## config.mk

```make
export PLATFORM = sky130hd
export DESIGN_NAME = decimating_sample_packetizer
export DESIGN_NICKNAME = d
export VERILOG_FILES = /design/src/rtl/core/dsp_pkg.sv /design/src/rtl/core/dsp_ram.sv /design/src/rtl/core/dsp_div.sv /design/src/rtl/core/decimating_sample_packetizer.sv
export SDC_FILE = /design/constraint.sdc
export NUM_CORES = 2
export LEC_CHECK = 0
export BUFFER_PORTS_ARGS = -buffer_cell sky130_fd_sc_hd__buf_4
export CORE_ASPECT_RATIO = 0.7
export CORE_MARGIN = 2
export CORE_UTILIZATION = 34
export DETAILED_ROUTE_END_ITERATION = 8
export GPL_TIMING_DRIVEN = 0
export HOLD_SLACK_MARGIN = 0.05
export PLACE_DENSITY = 0.51
export SETUP_SLACK_MARGIN = 0.15
export SYNTH_ARGS = -nofsm -noshare
export SYNTH_HDL_FRONTEND = slang
export SYNTH_SLANG_ARGS = --single-unit
```

## constraint.sdc

```tcl
create_clock -name clk -period 5.76 [get_ports clk]
set_input_delay 0.576 -clock clk [delete_from_list [all_inputs] [get_ports clk]]
set_output_delay 0.576 -clock clk [all_outputs]
set_load 0.01 [all_outputs]
```

## src/rtl/core/dsp_pkg.sv

```systemverilog
// ----------------------------------------------------------------------------
// dsp_pkg
// Shared types and constants of the decimating sample packetizer.
// ----------------------------------------------------------------------------
package dsp_pkg;

    localparam logic [15:0] HEADER_WORD = 16'hAAAA;
    localparam logic [7:0]  FOOTER_BYTE = 8'h55;
    localparam int unsigned SUM_W       = 28;
    localparam int unsigned DIV_W       = 5;

    // Register indexes on the configuration port
    typedef enum logic [2:0] {
        REG_ECG_A_DIV  = 3'd0,
        REG_ECG_B_DIV  = 3'd1,
        REG_ACCEL_EN   = 3'd2,
        REG_BATTERY_EN = 3'd3,
        REG_LEAD_EN    = 3'd4,
        REG_DIGITAL_EN = 3'd5
    } reg_idx_t;

    // Request from the sequencer to the divider
    typedef struct packed {
        logic                    start;
        logic signed [SUM_W-1:0] dividend;
        logic [DIV_W-1:0]        divisor;
    } div_req_t;

    typedef struct packed {
        logic        done;
        logic [23:0] quotient;
    } div_rsp_t;

endpackage

```

## src/rtl/core/dsp_ram.sv

```systemverilog
// ----------------------------------------------------------------------------
// dsp_ram
// Generic single-port synchronous RAM with registered read.
// ----------------------------------------------------------------------------
module dsp_ram #(
    parameter int unsigned WIDTH = 28,
    parameter int unsigned DEPTH = 10
) (
    input  logic                                           clk,
    input  logic                                           we,
    input  logic [((DEPTH > 1) ? $clog2(DEPTH) : 1)-1:0]   addr,
    input  logic [WIDTH-1:0]                               wdata,
    output logic [WIDTH-1:0]                               rdata
);

    logic [WIDTH-1:0] mem [DEPTH];

    always_ff @(posedge clk)
    begin
        if (we)
        begin
            mem[addr] <= wdata;
        end
        rdata <= mem[addr];
    end

endmodule

```

## src/rtl/core/dsp_div.sv

```systemverilog
// ----------------------------------------------------------------------------
// dsp_div
// Restoring signed divider, one quotient bit per cycle, truncation to zero.
// ----------------------------------------------------------------------------
module dsp_div
    import dsp_pkg::*;
(
    input  logic     clk,
    input  logic     rst_n,
    input  div_req_t req,
    output div_rsp_t rsp
);

    localparam int unsigned CNT_W = $clog2(SUM_W + 1);

    logic [SUM_W-1:0] quo_reg, quo_next;
    logic [DIV_W-1:0] rem_reg, rem_next;
    logic [DIV_W-1:0] dvs_reg;
    logic             neg_reg;
    logic [CNT_W-1:0] cnt_reg, cnt_next;
    logic             busy_reg;
    logic             done_reg;
    logic [DIV_W:0]   trial;
    logic [SUM_W-1:0] mag;
    logic [SUM_W-1:0] signed_q;

    assign mag = req.dividend[SUM_W-1] ? SUM_W'(-req.dividend) : SUM_W'(req.dividend);
    assign trial = {rem_reg, quo_reg[SUM_W-1]};

    always_comb
    begin
        if (trial >= {1'b0, dvs_reg})
        begin
            rem_next = DIV_W'(trial - {1'b0, dvs_reg});
            quo_next = {quo_reg[SUM_W-2:0], 1'b1};
        end
        else
        begin
            rem_next = DIV_W'(trial);
            quo_next = {quo_reg[SUM_W-2:0], 1'b0};
        end
        cnt_next = cnt_reg - CNT_W'(1);
    end

    assign signed_q     = neg_reg ? SUM_W'(-quo_reg) : quo_reg;
    assign rsp.done     = done_reg;
    assign rsp.quotient = signed_q[23:0];

    always_ff @(posedge clk or negedge rst_n)
    begin
        if (!rst_n)
        begin
            busy_reg <= 1'b0;
            done_reg <= 1'b0;
            cnt_reg  <= '0;
        end
        else
        begin
            done_reg <= 1'b0;
            if (req.start)
            begin
                busy_reg <= 1'b1;
                cnt_reg  <= CNT_W'(SUM_W);
            end
            else if (busy_reg)
            begin
                cnt_reg <= cnt_next;
                if (cnt_next == '0)
                begin
                    busy_reg <= 1'b0;
                    done_reg <= 1'b1;
                end
            end
        end
    end

    always_ff @(posedge clk)
    begin
        if (req.start)
        begin
            quo_reg <= mag;
            rem_reg <= '0;
            dvs_reg <= req.divisor;
            neg_reg <= req.dividend[SUM_W-1];
        end
        else if (busy_reg)
        begin
            quo_reg <= quo_next;
            rem_reg <= rem_next;
        end
    end

endmodule

```

## src/rtl/core/decimating_sample_packetizer.sv

```systemverilog
// ----------------------------------------------------------------------------
// decimating_sample_packetizer
// Sums sample sets into per-channel slots and emits one packet per frame.
//
//  Channel  | Signals                                     | Direction
//  ---------+---------------------------------------------+----------
//  samples  | in_valid/in_ready, ecg_a .. pin_level       | in
//  chunks   | out_valid/out_ready, chunk, chunk_bytes,last| out
//  config   | psel/penable/pwrite/paddr/pwdata/prdata     | in/out
//
// After reset a clearing pass over all FRAME_SAMPLES slot addresses zeroes
// both slot RAMs while in_ready is held low. A sample that ends no frame
// passes accept, slot read and write back into the slot RAMs (one port
// each). A frame-end sample then sends its packet: each slot chunk passes
// address, RAM read, serial divider and hand-off; other chunks and skipped
// fields one state each. A stalled out_ready holds the sequencer.
// ----------------------------------------------------------------------------
module decimating_sample_packetizer
    import dsp_pkg::*;
#(
    parameter int unsigned FRAME_SAMPLES = 10
) (
    input  logic                clk,
    input  logic                rst_n,
    input  logic                psel,
    input  logic                penable,
    input  logic                pwrite,
    input  logic [4:0]          paddr,
    input  logic [31:0]         pwdata,
    output logic [31:0]         prdata,
    output logic                pready,
    input  logic                in_valid,
    output logic                in_ready,
    input  logic signed [23:0]  ecg_a,
    input  logic signed [23:0]  ecg_b,
    input  logic [15:0]         accel_x,
    input  logic [15:0]         accel_y,
    input  logic [15:0]         accel_z,
    input  logic [15:0]         battery,
    input  logic [7:0]          lead_off_status,
    input  logic                pin_level,
    output logic                out_valid,
    input  logic                out_ready,
    output logic [23:0]         chunk,
    output logic [1:0]          chunk_bytes,
    output logic                last
);

    localparam int unsigned AW = (FRAME_SAMPLES > 1) ? $clog2(FRAME_SAMPLES) : 1;
    localparam int unsigned IW = $clog2(FRAME_SAMPLES + 1);

    typedef enum logic [3:0] {
        S_CLEAR, S_IDLE, S_READ, S_WRITE, S_HDR, S_PNUM, S_SRD, S_SWAIT, S_SDIV,
        S_SOUT, S_AX, S_BAT, S_LEAD, S_PIN, S_FOOT
    } state_t;

    // configuration
    logic [DIV_W-1:0] diva_reg, divb_reg;
    logic accel_en_reg, bat_en_reg, lead_en_reg, dig_en_reg;
    logic cfg_wr;
    assign pready = 1'b1;
    assign cfg_wr = psel && penable && pwrite;

    always_ff @(posedge clk or negedge rst_n)
    begin
        if (!rst_n)
        begin
            diva_reg     <= DIV_W'(1);
            divb_reg     <= DIV_W'(1);
            accel_en_reg <= 1'b1;
            bat_en_reg   <= 1'b0;
            lead_en_reg  <= 1'b0;
            dig_en_reg   <= 1'b0;
        end
        else if (cfg_wr)
        begin
            case (reg_idx_t'(paddr[4:2]))
                REG_ECG_A_DIV:  diva_reg     <= pwdata[DIV_W-1:0];
                REG_ECG_B_DIV:  divb_reg     <= pwdata[DIV_W-1:0];
                REG_ACCEL_EN:   accel_en_reg <= pwdata[0];
                REG_BATTERY_EN: bat_en_reg   <= pwdata[0];
                REG_LEAD_EN:    lead_en_reg  <= pwdata[0];
                REG_DIGITAL_EN: dig_en_reg   <= pwdata[0];
                default: ;
            endcase
        end
    end

    always_comb
    begin
        case (reg_idx_t'(paddr[4:2]))
            REG_ECG_A_DIV:  prdata = 32'(diva_reg);
            REG_ECG_B_DIV:  prdata = 32'(divb_reg);
            REG_ACCEL_EN:   prdata = 32'(accel_en_reg);
            REG_BATTERY_EN: prdata = 32'(bat_en_reg);
            REG_LEAD_EN:    prdata = 32'(lead_en_reg);
            REG_DIGITAL_EN: prdata = 32'(dig_en_reg);
            default:        prdata = '0;
        endcase
    end

    // slot count: largest m with m * d inside the frame, zero when d is off
    function automatic logic [IW:0] slots_of(input logic [DIV_W-1:0] d);
        logic [IW:0] n;
        n = '0;
        for (int k = 1; k <= 31; k++)
        begin
            for (int m = 1; m <= 16; m++)
            begin
                if (d == DIV_W'(k) && m * k <= FRAME_SAMPLES)
                begin
                    n = (IW+1)'(m);
                end
            end
        end
        return n;
    endfunction

    state_t state_reg;
    logic [IW-1:0] idx_reg;
    logic [15:0]   pnum_reg;
    logic [15:0]   axs_reg [3];
    logic [15:0]   bsum_reg;
    logic [15:0]   pins_reg;
    logic signed [23:0] sa_reg, sb_reg;
    logic [7:0]    lead_reg;
    logic          a_first_reg, b_first_reg, a_use_reg, b_use_reg;
    logic [AW-1:0] a_slot_reg, b_slot_reg;
    logic          chan_reg;
    logic [IW:0]   oslot_reg;
    logic [23:0]   chunk_reg;
    logic [1:0]    bytes_reg;
    logic          last_reg, ovalid_reg;
    logic [1:0]    axi_reg;

    // slot of idx under divider d, plus whether it is a slot start
    logic [IW:0] na, nb;
    logic [AW-1:0] qa, qb;
    logic ra, rb, ua, ub;
    assign na = slots_of(diva_reg);
    assign nb = slots_of(divb_reg);
    always_comb
    begin
        qa = '0; ra = 1'b0; qb = '0; rb = 1'b0;
        // slot = largest m with m * d <= idx; a slot starts on a multiple of d
        for (int k = 1; k <= 16; k++)
        begin
            for (int m = 0; m < 16; m++)
            begin
                if (diva_reg == DIV_W'(k) && m * k <= int'(idx_reg))
                begin
                    qa = AW'(m);
                end
                if (diva_reg == DIV_W'(k) && m * k == int'(idx_reg))
                begin
                    ra = 1'b1;
                end
                if (divb_reg == DIV_W'(k) && m * k <= int'(idx_reg))
                begin
                    qb = AW'(m);
                end
                if (divb_reg == DIV_W'(k) && m * k == int'(idx_reg))
                begin
                    rb = 1'b1;
                end
            end
        end
        ua = (na != '0) && ((IW+1)'(qa) < na);
        ub = (nb != '0) && ((IW+1)'(qb) < nb);
    end

    // slot memories
    logic             wea, web;
    logic [AW-1:0]    addra, addrb;
    logic [SUM_W-1:0] wda, wdb, rda, rdb;
    assign wea = ((state_reg == S_WRITE) && a_use_reg) || (state_reg == S_CLEAR);
    assign web = ((state_reg == S_WRITE) && b_use_reg) || (state_reg == S_CLEAR);
    assign addra = (state_reg == S_WRITE || state_reg == S_READ) ? a_slot_reg
                                                               : AW'(oslot_reg);
    assign addrb = (state_reg == S_WRITE || state_reg == S_READ) ? b_slot_reg
                                                               : AW'(oslot_reg);
    assign wda = (state_reg == S_CLEAR) ? '0 :
                 a_first_reg ? SUM_W'(sa_reg) : SUM_W'(rda + SUM_W'(sa_reg));
    assign wdb = (state_reg == S_CLEAR) ? '0 :
                 b_first_reg ? SUM_W'(sb_reg) : SUM_W'(rdb + SUM_W'(sb_reg));

    dsp_ram #(.WIDTH(SUM_W), .DEPTH(FRAME_SAMPLES)) u_ram_a (
        .clk(clk), .we(wea), .addr(addra), .wdata(wda), .rdata(rda));
    dsp_ram #(.WIDTH(SUM_W), .DEPTH(FRAME_SAMPLES)) u_ram_b (
        .clk(clk), .we(web), .addr(addrb), .wdata(wdb), .rdata(rdb));

    div_req_t dreq;
    div_rsp_t drsp;
    assign dreq.start    = (state_reg == S_SWAIT);
    assign dreq.dividend = chan_reg ? rdb : rda;
    assign dreq.divisor  = chan_reg ? divb_reg : diva_reg;
    dsp_div u_div (.clk(clk), .rst_n(rst_n), .req(dreq), .rsp(drsp));

    logic in_acc, out_acc, frame_end;
    assign in_ready    = (state_reg == S_IDLE);
    assign in_acc      = in_valid && in_ready;
    assign out_acc     = out_valid && out_ready;
    assign out_valid   = ovalid_reg;
    assign chunk       = chunk_reg;
    assign chunk_bytes = bytes_reg;
    assign last        = last_reg;
    assign frame_end   = (32'(idx_reg) + 1) >= FRAME_SAMPLES;

    // a new chunk goes into the output register this cycle
    logic chunk_load;
    always_comb
    begin
        case (state_reg)
            S_HDR, S_PNUM, S_SOUT, S_FOOT: chunk_load = !ovalid_reg || out_acc;
            S_AX:    chunk_load = accel_en_reg && (!ovalid_reg || out_acc);
            S_BAT:   chunk_load = bat_en_reg && (!ovalid_reg || out_acc);
            S_LEAD:  chunk_load = lead_en_reg && (!ovalid_reg || out_acc);
            S_PIN:   chunk_load = dig_en_reg && (!ovalid_reg || out_acc);
            default: chunk_load = 1'b0;
        endcase
    end

    logic [IW:0] cur_n;
    assign cur_n = chan_reg ? nb : na;

    always_ff @(posedge clk or negedge rst_n)
    begin
        if (!rst_n)
        begin
            state_reg  <= S_CLEAR;
            idx_reg    <= '0;
            pnum_reg   <= '0;
            pins_reg   <= '0;
            ovalid_reg <= 1'b0;
            chan_reg   <= 1'b0;
            oslot_reg  <= '0;
            axi_reg    <= '0;
            for (int k = 0; k < 3; k++)
            begin
                axs_reg[k] <= '0;
            end
            bsum_reg   <= '0;
        end
        else
        begin
            if (out_acc && !chunk_load)
            begin
                ovalid_reg <= 1'b0;
            end
            case (state_reg)
                S_CLEAR:
                begin
                    if (32'(oslot_reg) + 1 >= FRAME_SAMPLES)
                    begin
                        oslot_reg <= '0;
                        state_reg <= S_IDLE;
                    end
                    else
                    begin
                        oslot_reg <= oslot_reg + (IW+1)'(1);
                    end
                end
                S_IDLE:
                begin
                    if (in_acc)
                    begin
                        sa_reg      <= ecg_a;
                        sb_reg      <= ecg_b;
                        lead_reg    <= lead_off_status;
                        a_slot_reg  <= qa;
                        b_slot_reg  <= qb;
                        a_first_reg <= ra;
                        b_first_reg <= rb;
                        a_use_reg   <= ua;
                        b_use_reg   <= ub;
                        if (idx_reg == '0)
                        begin
                            axs_reg[0] <= accel_x;
                            axs_reg[1] <= accel_y;
                            axs_reg[2] <= accel_z;
                            bsum_reg   <= battery;
                        end
                        else
                        begin
                            axs_reg[0] <= axs_reg[0] + accel_x;
                            axs_reg[1] <= axs_reg[1] + accel_y;
                            axs_reg[2] <= axs_reg[2] + accel_z;
                            bsum_reg   <= bsum_reg + battery;
                        end
                        if (idx_reg == '0)
                        begin
                            pins_reg <= 16'((dig_en_reg && pin_level) ? 1 : 0);
                        end
                        else if (dig_en_reg && pin_level && 32'(idx_reg) < 16)
                        begin
                            pins_reg[4'(idx_reg)] <= 1'b1;
                        end
                        state_reg <= S_READ;
                    end
                end
                S_READ:  state_reg <= S_WRITE;
                S_WRITE:
                begin
                    if (frame_end)
                    begin
                        idx_reg   <= '0;
                        state_reg <= S_HDR;
                    end
                    else
                    begin
                        idx_reg   <= idx_reg + IW'(1);
                        state_reg <= S_IDLE;
                    end
                end
                S_HDR:
                begin
                    if (!ovalid_reg || out_acc)
                    begin
                        chunk_reg  <= 24'(HEADER_WORD);
                        bytes_reg  <= 2'd2;
                        last_reg   <= 1'b0;
                        ovalid_reg <= 1'b1;
                        state_reg  <= S_PNUM;
                    end
                end
                S_PNUM:
                begin
                    if (!ovalid_reg || out_acc)
                    begin
                        chunk_reg  <= 24'(pnum_reg);
                        bytes_reg  <= 2'd2;
                        last_reg   <= 1'b0;
                        ovalid_reg <= 1'b1;
                        pnum_reg   <= pnum_reg + 16'd1;
                        chan_reg   <= 1'b0;
                        oslot_reg  <= '0;
                        state_reg  <= S_SRD;
                    end
                end
                S_SRD:
                begin
                    if (oslot_reg >= cur_n)
                    begin
                        oslot_reg <= '0;
                        if (!chan_reg)
                        begin
                            chan_reg <= 1'b1;
                        end
                        else
                        begin
                            axi_reg   <= '0;
                            state_reg <= S_AX;
                        end
                    end
                    else
                    begin
                        state_reg <= S_SWAIT;
                    end
                end
                S_SWAIT: state_reg <= S_SDIV;
                S_SDIV:
                begin
                    if (drsp.done)
                    begin
                        state_reg <= S_SOUT;
                    end
                end
                S_SOUT:
                begin
                    if (!ovalid_reg || out_acc)
                    begin
                        chunk_reg  <= drsp.quotient;
                        bytes_reg  <= 2'd3;
                        last_reg   <= 1'b0;
                        ovalid_reg <= 1'b1;
                        oslot_reg  <= oslot_reg + (IW+1)'(1);
                        state_reg  <= S_SRD;
                    end
                end
                S_AX:
                begin
                    if (!accel_en_reg)
                    begin
                        state_reg <= S_BAT;
                    end
                    else if (!ovalid_reg || out_acc)
                    begin
                        chunk_reg  <= 24'(axs_reg[axi_reg]);
                        bytes_reg  <= 2'd2;
                        last_reg   <= 1'b0;
                        ovalid_reg <= 1'b1;
                        axi_reg    <= axi_reg + 2'd1;
                        if (axi_reg == 2'd2)
                        begin
                            state_reg <= S_BAT;
                        end
                    end
                end
                S_BAT:
                begin
                    if (!bat_en_reg)
                    begin
                        state_reg <= S_LEAD;
                    end
                    else if (!ovalid_reg || out_acc)
                    begin
                        chunk_reg  <= 24'(bsum_reg);
                        bytes_reg  <= 2'd2;
                        last_reg   <= 1'b0;
                        ovalid_reg <= 1'b1;
                        state_reg  <= S_LEAD;
                    end
                end
                S_LEAD:
                begin
                    if (!lead_en_reg)
                    begin
                        state_reg <= S_PIN;
                    end
                    else if (!ovalid_reg || out_acc)
                    begin
                        chunk_reg  <= 24'(lead_reg);
                        bytes_reg  <= 2'd1;
                        last_reg   <= 1'b0;
                        ovalid_reg <= 1'b1;
                        state_reg  <= S_PIN;
                    end
                end
                S_PIN:
                begin
                    if (!dig_en_reg)
                    begin
                        state_reg <= S_FOOT;
                    end
                    else if (!ovalid_reg || out_acc)
                    begin
                        chunk_reg  <= 24'(pins_reg);
                        bytes_reg  <= 2'd2;
                        last_reg   <= 1'b0;
                        ovalid_reg <= 1'b1;
                        state_reg  <= S_FOOT;
                    end
                end
                S_FOOT:
                begin
                    if (!ovalid_reg || out_acc)
                    begin
                        chunk_reg  <= 24'(FOOTER_BYTE);
                        bytes_reg  <= 2'd1;
                        last_reg   <= 1'b1;
                        ovalid_reg <= 1'b1;
                        state_reg  <= S_IDLE;
                    end
                end
                default: state_reg <= S_IDLE;
            endcase
        end
    end

    // the RAMs are only written in the clearing pass and the write-back step
    a_wr_only_in_write: assert property (@(posedge clk) disable iff (!rst_n)
        (wea || web) |-> (state_reg == S_WRITE || state_reg == S_CLEAR))
        else $error("slot RAM written outside write-back");
    // a divide started always finishes before the chunk is sent
    div_done_before_out: assert property (@(posedge clk) disable iff (!rst_n)
        state_reg == S_SOUT |-> $past(drsp.done) || $past(state_reg == S_SOUT))
        else $error("slot chunk without divider result");
    // the sample counter stays inside the frame
    idx_in_frame: assert property (@(posedge clk) disable iff (!rst_n)
        32'(idx_reg) < FRAME_SAMPLES)
        else $error("sample index out of frame");

endmodule
```

======== Yosys cells after proc, flatten, opt, wreduce, memory -nomap -nowiden ========
Memories as Yosys holds them, arrays and structs flattened. A register that Yosys moved wholly into a read port is not among the register bits.
Index checks and enable logic that the tools add are counted.
storage, ports and cells
  memories kept ........................... 2
  bits in writable memories ............... 560
  bits in registers ....................... 268
  word-level logic and storage cells ...... 692
cells by class
  bitwise operators ....................... 2
  multiplexer cells ....................... 249
  $add $sub $neg .......................... 16
  reduce and logical (&&, ||, !) cells .... 271
  eq/ne operators ......................... 91
  $lt $le $gt $ge ......................... 24
memories
  memory       words  bits a word  rd ports  clocked after Yosys merged registers in  wr ports  RTL line       source
  u_ram_a.mem  10     28           1         1                                        1         dsp_ram.sv:16  logic [WIDTH-1:0] mem [DEPTH];
  u_ram_b.mem  10     28           1         1                                        1         dsp_ram.sv:16
operator list
  kind                                                  count
  two-way mux 4 bit                                     147
  two-way mux 24 bit                                    13
  logical AND 1 bit                                     227
  two-way mux 28 bit                                    8
  one-hot mux 24 bit (8 select lines)                   1
  OR reduction 60 bit                                   2
  == test 5 x 4 -> 1 bit, second input constant         16
  two-way mux 16 bit                                    5
  adder 16 bit                                          4
  >= comparator 32 x 4 -> 1 bit, second input constant  2
  adder 28 bit                                          2
  one-hot mux 4 bit (14 select lines)                   1
  two-way mux 48 bit                                    1
  == test 5 x 3 -> 1 bit, second input constant         8
  two-way mux 5 bit                                     8
  binary-select mux 16 bit (select 2 bit)               1
  == test 4 bit, first input constant                   8
  <= comparator 4 bit, first input constant             8
  two-way mux 1 bit                                     31
  two-way mux 2 bit                                     15
  one-hot mux 5 bit (6 select lines)                    1
  == test 4 bit, second input constant                  7
  inequality test 2 bit, second input constant          14
  negator 28 bit                                        1
  64 further kinds                                      122

======== Logic depth before layout (Yosys ltp) ========
  depth after elaboration ................. 64
  mapped depth ............................ 18

======== Modules after synthesis ========
A second synthesis with hierarchy kept.
second synthesis, totals
  cells, all modules ...................... 3686
  area total of the unflattened synthesis .. 44599.0 µm²
by module, submodules not included
  module                        instances  area an instance (µm²)  cells each  sequential area each (µm²)
  dsp_ram                       2          11397.2                 552         8968.6
  decimating_sample_packetizer  1          18490.2                 2222        6034.5
  dsp_div                       1          3314.4                  360         1296.2

======== Least setup slack after synthesis ========
No wires, ideal clock.
  path type ............................... reg-to-reg
  start point ............................. register state_reg[3]
  end point ............................... memory u_ram_b.mem[2][0] (enable)
  data required time ...................... 5.312 ns
  library setup time ...................... 0.448 ns
  stages on the path, launching flop included .. 11
  arrival time ............................ 4.001 ns
  path slack .............................. 1.310 ns
  period minus slack after synthesis ...... 4.450 ns
  cell sequence ........................... dfrtp_1 -> buf_2 -> nor2_1 -> and2_1 -> clkbuf_1 -> buf_2 -> a21oi_1 -> clkbuf_1 -> clkbuf_1 -> or2_2 -> nor3_1
on the way
  longest elaborated chain between the ends .. 5
ends and longest elaborated chain
  element                                  RTL line                                                                  source
  from (decl)                              decimating_sample_packetizer.sv:119                                       state_t state_reg;
  from (signal assigned)                   decimating_sample_packetizer.sv:230                                       state_reg <= S_CLEAR;
  from (signal assigned)                   decimating_sample_packetizer.sv:256                                       state_reg <= S_IDLE;
  from (signal assigned)                   decimating_sample_packetizer.sv:298                                       state_reg <= S_READ;
  == test 4 x 2 -> 1 bit                   decimating_sample_packetizer.sv:177, decimating_sample_packetizer.sv:180
  logical AND 1 bit                        decimating_sample_packetizer.sv:177                                       assign web = ((state_reg == S_WRITE) && b_use_reg) || (state_reg == S_CLEAR);
  logical OR 1 bit                         decimating_sample_packetizer.sv:177
  two-way mux 1 bit                        dsp_ram.sv:20                                                             if (we)
  two-way mux 1 bit (not written as such)  dsp_ram.sv:22                                                             mem[addr] <= wdata;
  to (decl)                                dsp_ram.sv:16
Several ways; a longest one is shown, not always the timed one.

======== Worst setup path in the final report ========
  start point ............................. register chan_reg
  end point ............................... register oslot_reg[2]
on the way
  longest elaborated chain between the ends .. 4
ends and longest elaborated chain
  element                          RTL line                             source
  from (decl)                      decimating_sample_packetizer.sv:129  logic chan_reg;
  from (signal assigned)           decimating_sample_packetizer.sv:235  chan_reg <= 1'b0;
  from (signal assigned)           decimating_sample_packetizer.sv:335  chan_reg <= 1'b0;
  from (signal assigned)           decimating_sample_packetizer.sv:347  chan_reg <= 1'b1;
  two-way mux 4 bit                decimating_sample_packetizer.sv:224  assign cur_n = chan_reg ? nb : na;
  >= comparator 5 bit              decimating_sample_packetizer.sv:342  if (oslot_reg >= cur_n)
  inequality test 2 bit (no line)  -
  AND reduction 4 bit (no line)    -
  to (signal assigned)             decimating_sample_packetizer.sv:260  oslot_reg <= oslot_reg + (IW+1)'(1);
  to (signal assigned)             decimating_sample_packetizer.sv:376  oslot_reg <= oslot_reg + (IW+1)'(1);
  to (decl)                        decimating_sample_packetizer.sv:130  logic [IW:0] oslot_reg;
No other way between the ends.
A chain may end at the register's enable or synchronous reset.

==> qor.txt <==
RUN STATUS
---------------------------------------------------------------------------------
Result of the run                                                    finished clean

SETUP PATH
---------------------------------------------------------------------------------
Crit path capture type                                                  flip-flop
Critical Path Start Type                                                flip-flop
Most common cell on crit path                                               buf_2
Kind of cell with the highest combined delay on the critical path    buffers and inverters
Cell type of the slowest stage on the worst timing path                   dfrtp_1
Delay of the slowest cell on the worst path                               0.50 ns
Type of the setup path with the least slack                          flip-flop to flip-flop
Critical path fanouts, max                                                     19
CP Buf/Inv Count                                                                5
Cell chain of the critical path                                      buf_2 > buf_2 > buf_2 > buf_2 > buf_2 > o211ai_1 > o31ai_1 > ha_1 > nand2b_1 > a21o_1 > a21o_1 > a211o_1 > a31oi_2 > or2_1 > nor2_1 > o21ai_0 > o21ai_0
CP Data Arrival Time                                                      5.58 ns
Required arrival time at the worst endpoint                               6.34 ns

FLOORPLANNING
---------------------------------------------------------------------------------
Row cnt                                                                       109
Horizontal die dimension                                                   431 um
Area enclosed by the die boundary                                      131000 um2
Standard cell core area                                                127000 um2
Chip height                                                                303 um
Initial Util                                                                34.3%
Top-Level Pins                                                                227

POWER AND IR DROP
---------------------------------------------------------------------------------
Cell internal power dissipation                                           18.0 mW
Clock network fraction of total power                                       20.6%
Register share of total power                                               34.4%
Combinational Power Share                                                   44.9%
Total power draw                                                          30.6 mW
Ratio of total power to cell area                                      595 nW/um2
Net switching fraction of the power                                         41.3%
Peak supply drop                                                         0.287 mV
Net switching component of the power                                      12.6 mW
Static leakage power                                                      18.8 nW

CLOCK TREE
---------------------------------------------------------------------------------
CTS Root Buffer Type                                                    clkbuf_16
TritonCTS clock tree                                                          yes
Maximum buffer depth of the clock tree                                          3
Maximum level of the CTS H-tree                                                 3
Worst-path clk slew                                                       0.06 ns
TritonCTS sink count                                                          884
Insertion delay to the later sink of the worst-skew pair                  0.73 ns
Total CTS buffers                                                              91

TIMING
---------------------------------------------------------------------------------
Total negative setup slack                                                   0 ns
Worst slew pin tran                                                       1.26 ns
Worst max-slew margin expressed relative to the limit                       13.4%
Number of hold violations in the final report                                   0
Clock skew after layout                                                 0.0449 ns
Number of failing setup endpoints in the final timing report                    0
Setup slack after layout                                                 0.758 ns
RSZ-0062 raised after global routing                                        false
Period utilization                                                          86.8%
Pins Over Slew Limit                                                            0
FMAX                                                                      200 MHz
Min cycle time layout                                                     5.00 ns

PLACED DESIGN
---------------------------------------------------------------------------------
Gp weighted congestion                                                      0.920
Total cell area at the placement stage                                  47600 um2
Number of placed cells counting well taps                                    5447
Pre-CTS worst setup slack                                                0.232 ns
Detailed-placement wirelength estimate                                  101000 um
Input/output buffers                                                          168

ROUTING
---------------------------------------------------------------------------------
Overall routed net length                                               137000 um
Post-route antenna net violation count                                          0
Vias                                                                        30996
Wire length per cell after detailed routing                               24.2 um
Drt first-iter violations                                                    3052
Drt drc                                                                         0
TritonRoute pass-1 iters                                                        7
Average vias per placed instance                                             5.46

SYNTH
---------------------------------------------------------------------------------
FFs w/ async S/R, synth                                                     15.2%
Leading post-synthesis cells by cell area                            edfxtp_1, dfrtp_1, mux4_2, ha_1, mux2i_1
Cell variety after synth                                                       81
Syn. warnings                                                                   0
Dominant register cell in the synthesized netlist                        edfxtp_1
Library cell occupying the most area in the post-synthesis netlist       edfxtp_1
Cell area after technology mapping                                      43500 um2
Number of standard cells after synthesis                                     3548
Seq/Total Area, Yosys                                                       58.1%
Average size of a mapped cell                                            12.2 um2
Number of flops mapped to enable cells by yosys                               689
FF+latch count, synth                                                         884
Portion of synthesized cell area occupied by the leading cell type          47.6%

CELLS AND AREA
---------------------------------------------------------------------------------
Footprint of the multi-input gates                                      17200 um2
Fraction of final layout cells sized beyond drive strength 1                14.8%
Fill cell instance count of the final layout                                11973
Final std cells w/o fill                                                     5677
Summed area of non-filler cells in the final layout                     51500 um2
Area taken by flip-flops and latches                                    25300 um2
Net count reported at finish                                                 4250
Relative area change from synthesis to final layout                         18.4%

GLOBAL ROUTING
---------------------------------------------------------------------------------
Remaining global-route overflow                                                 0
Via count of the first global-routing pass                                  29514
Maximum number of pins on one net before global-route repair                   82
Overall global routing resource usage                                       20.7%
Number of antenna violations at the first check in global routing               2
First-pass GRT wire length                                              200000 um

JOB
---------------------------------------------------------------------------------
Max_cap viols                                                                   0

MIN PATH
---------------------------------------------------------------------------------
Hold Crit Class                                                      input pin to flip-flop

[power groups by stage]
| stage | combinational [mW] | sequential [mW] | clock [mW] |
|---|---|---|---|
| 2_1_floorplan | 9.16 | 10.1 | 0 |
| 3_3_place_gp | 13.2 | 10.7 | 0 |
| 3_5_place_dp | 13.5 | 10.6 | 0 |
| 4_1_cts | 13.6 | 10.5 | 6.44 |
| 5_1_grt | 15.1 | 10.6 | 6.69 |
| 6_report | 13.7 | 10.5 | 6.32 |
[timing repair]
action                                 CTS  global route
hold buffers                            55             0
resized for setup                        0             1
setup buffers                            0             4
endpoints found under the hold margin  105             0
setup endpoints to repair                0             8
[layout make-up]
cell class                      count  area share, %
Antenna cell                        2        0.00973
Buffer                            214           1.82
Clock buffer                      103           4.55
Clock inverter                     65           1.62
Inverter                           66          0.481
Multi-Input combinational cell   2409           33.5
Sequential cell                   884           49.1
Tap cell                         1665           4.05
Timing Repair Buffer              269           4.86
[path summary, 6_finish.rpt]
kind | start | end | slack [ns] | cells after the start
max | chan_reg | oslot_reg[2] | 0.76 | 17
max reg2reg | chan_reg | oslot_reg[2] | 0.76 | 17
min | pwdata[1] | divb_reg[1] | 0.10 | 3
min reg2reg | pnum_reg[15] | pnum_reg[15] | 0.47 | 1
min in group asynchronous | rst_n | axs_reg[47] | 0.42 | 2
max in group asynchronous | rst_n | bsum_reg[2] | 4.46 | 3
[logic make-up (layout without fill, tap and decap cells)]
kind of cell | after synthesis | count (layout) | share of synthesized area, %
AND/OR/NAND/NOR | 923 | 923 | 9.68
AO/OA/AOI/OAI | 895 | 895 | 12.6
flip-flops | 884 | 884 | 58.1
XOR/XNOR | 142 | 142 | 2.86
other | 2 | 30 | 0.0173
multiplexers | 271 | 271 | 9.55
adder cells (fa/ha/maj) | 150 | 150 | 4.44
buffers and inverters | 281 | 717 | 2.73
[per-stage QoR]
step | hold slack, ns | util [%]
after floorplan | 0.280 | -
after global placement | 0.466 | 37.1
after detailed placement | 0.463 | 37.6
after CTS | 0.0522 | 40.6
after global routing | 0.0599 | 40.7
final | 0.105 | 40.7
[worst register-to-register path: stages (launching register included)]
cell and delay, ns:
dfrtp_1 0.50, buf_2 0.33, buf_2 0.44, buf_2 0.44
buf_2 0.43, buf_2 0.32, o211ai_1 0.13, o31ai_1 0.10
ha_1 0.27, nand2b_1 0.14, a21o_1 0.17, a21o_1 0.17
a211o_1 0.41, a31oi_2 0.44, or2_1 0.30, nor2_1 0.06
o21ai_0 0.14, o21ai_0 0.10
[cell usage in the layout (no fill, tap or decap), types with 55 or more instances in the layout]
cell           count
dfrtp_1          131
dfxtp_1           61
xnor2_1           80
mux4_2           112
inv_1             64
nand2_1          292
dlygate4sd3_1     55
o21ai_0          237
ha_1             143
buf_4            199
clkbuf_16         91
nand3_1           67
mux2i_1          131
clkbuf_1         151
nor2_1           276
o21ai_1           58
a31oi_1           59
a22oi_1           70
edfxtp_1         689
nor3_1            74
a21oi_1          217
xor2_1            62
[per-layer routing]
metal  wire (um)  vias to the layer above  global-route usage, %  part of all wire (%)
met5           0                        -                      0                     0
met3       10500                      166                   4.32                   7.7
met2       56600                     1173                   29.1                    41
met1       67000                    15452                   32.2                    49
met4        3100                        0                   5.22                   2.3
li1            -                    14205                      -                     -
[synthesized netlist by cell type, types with 11 or more instances]
library cell and instances:
a22oi_1 70, o21ai_1 58, clkbuf_1 141, buf_2 22, dfrtp_1 131, buf_4 28, and2_1 13, o22ai_1 15
o31ai_1 28, edfxtp_1 689, nor2b_1 45, xnor2_1 80, or3_1 22, ha_1 143, xor2_1 62, buf_1 24
a21o_1 45, mux2_2 28, nand3_1 67, nand2_1 292, o21a_1 13, a211oi_1 32, nor3_1 82, inv_1 64
nor2_1 288, o21ai_0 237, mux4_2 112, nand4_1 11, dfxtp_1 61, mux2i_1 131, a21oi_1 217, o211ai_1 21
nand2b_1 33, a31oi_1 60, and3_1 16
Note: power is estimated with default switching activity, not from simulation.
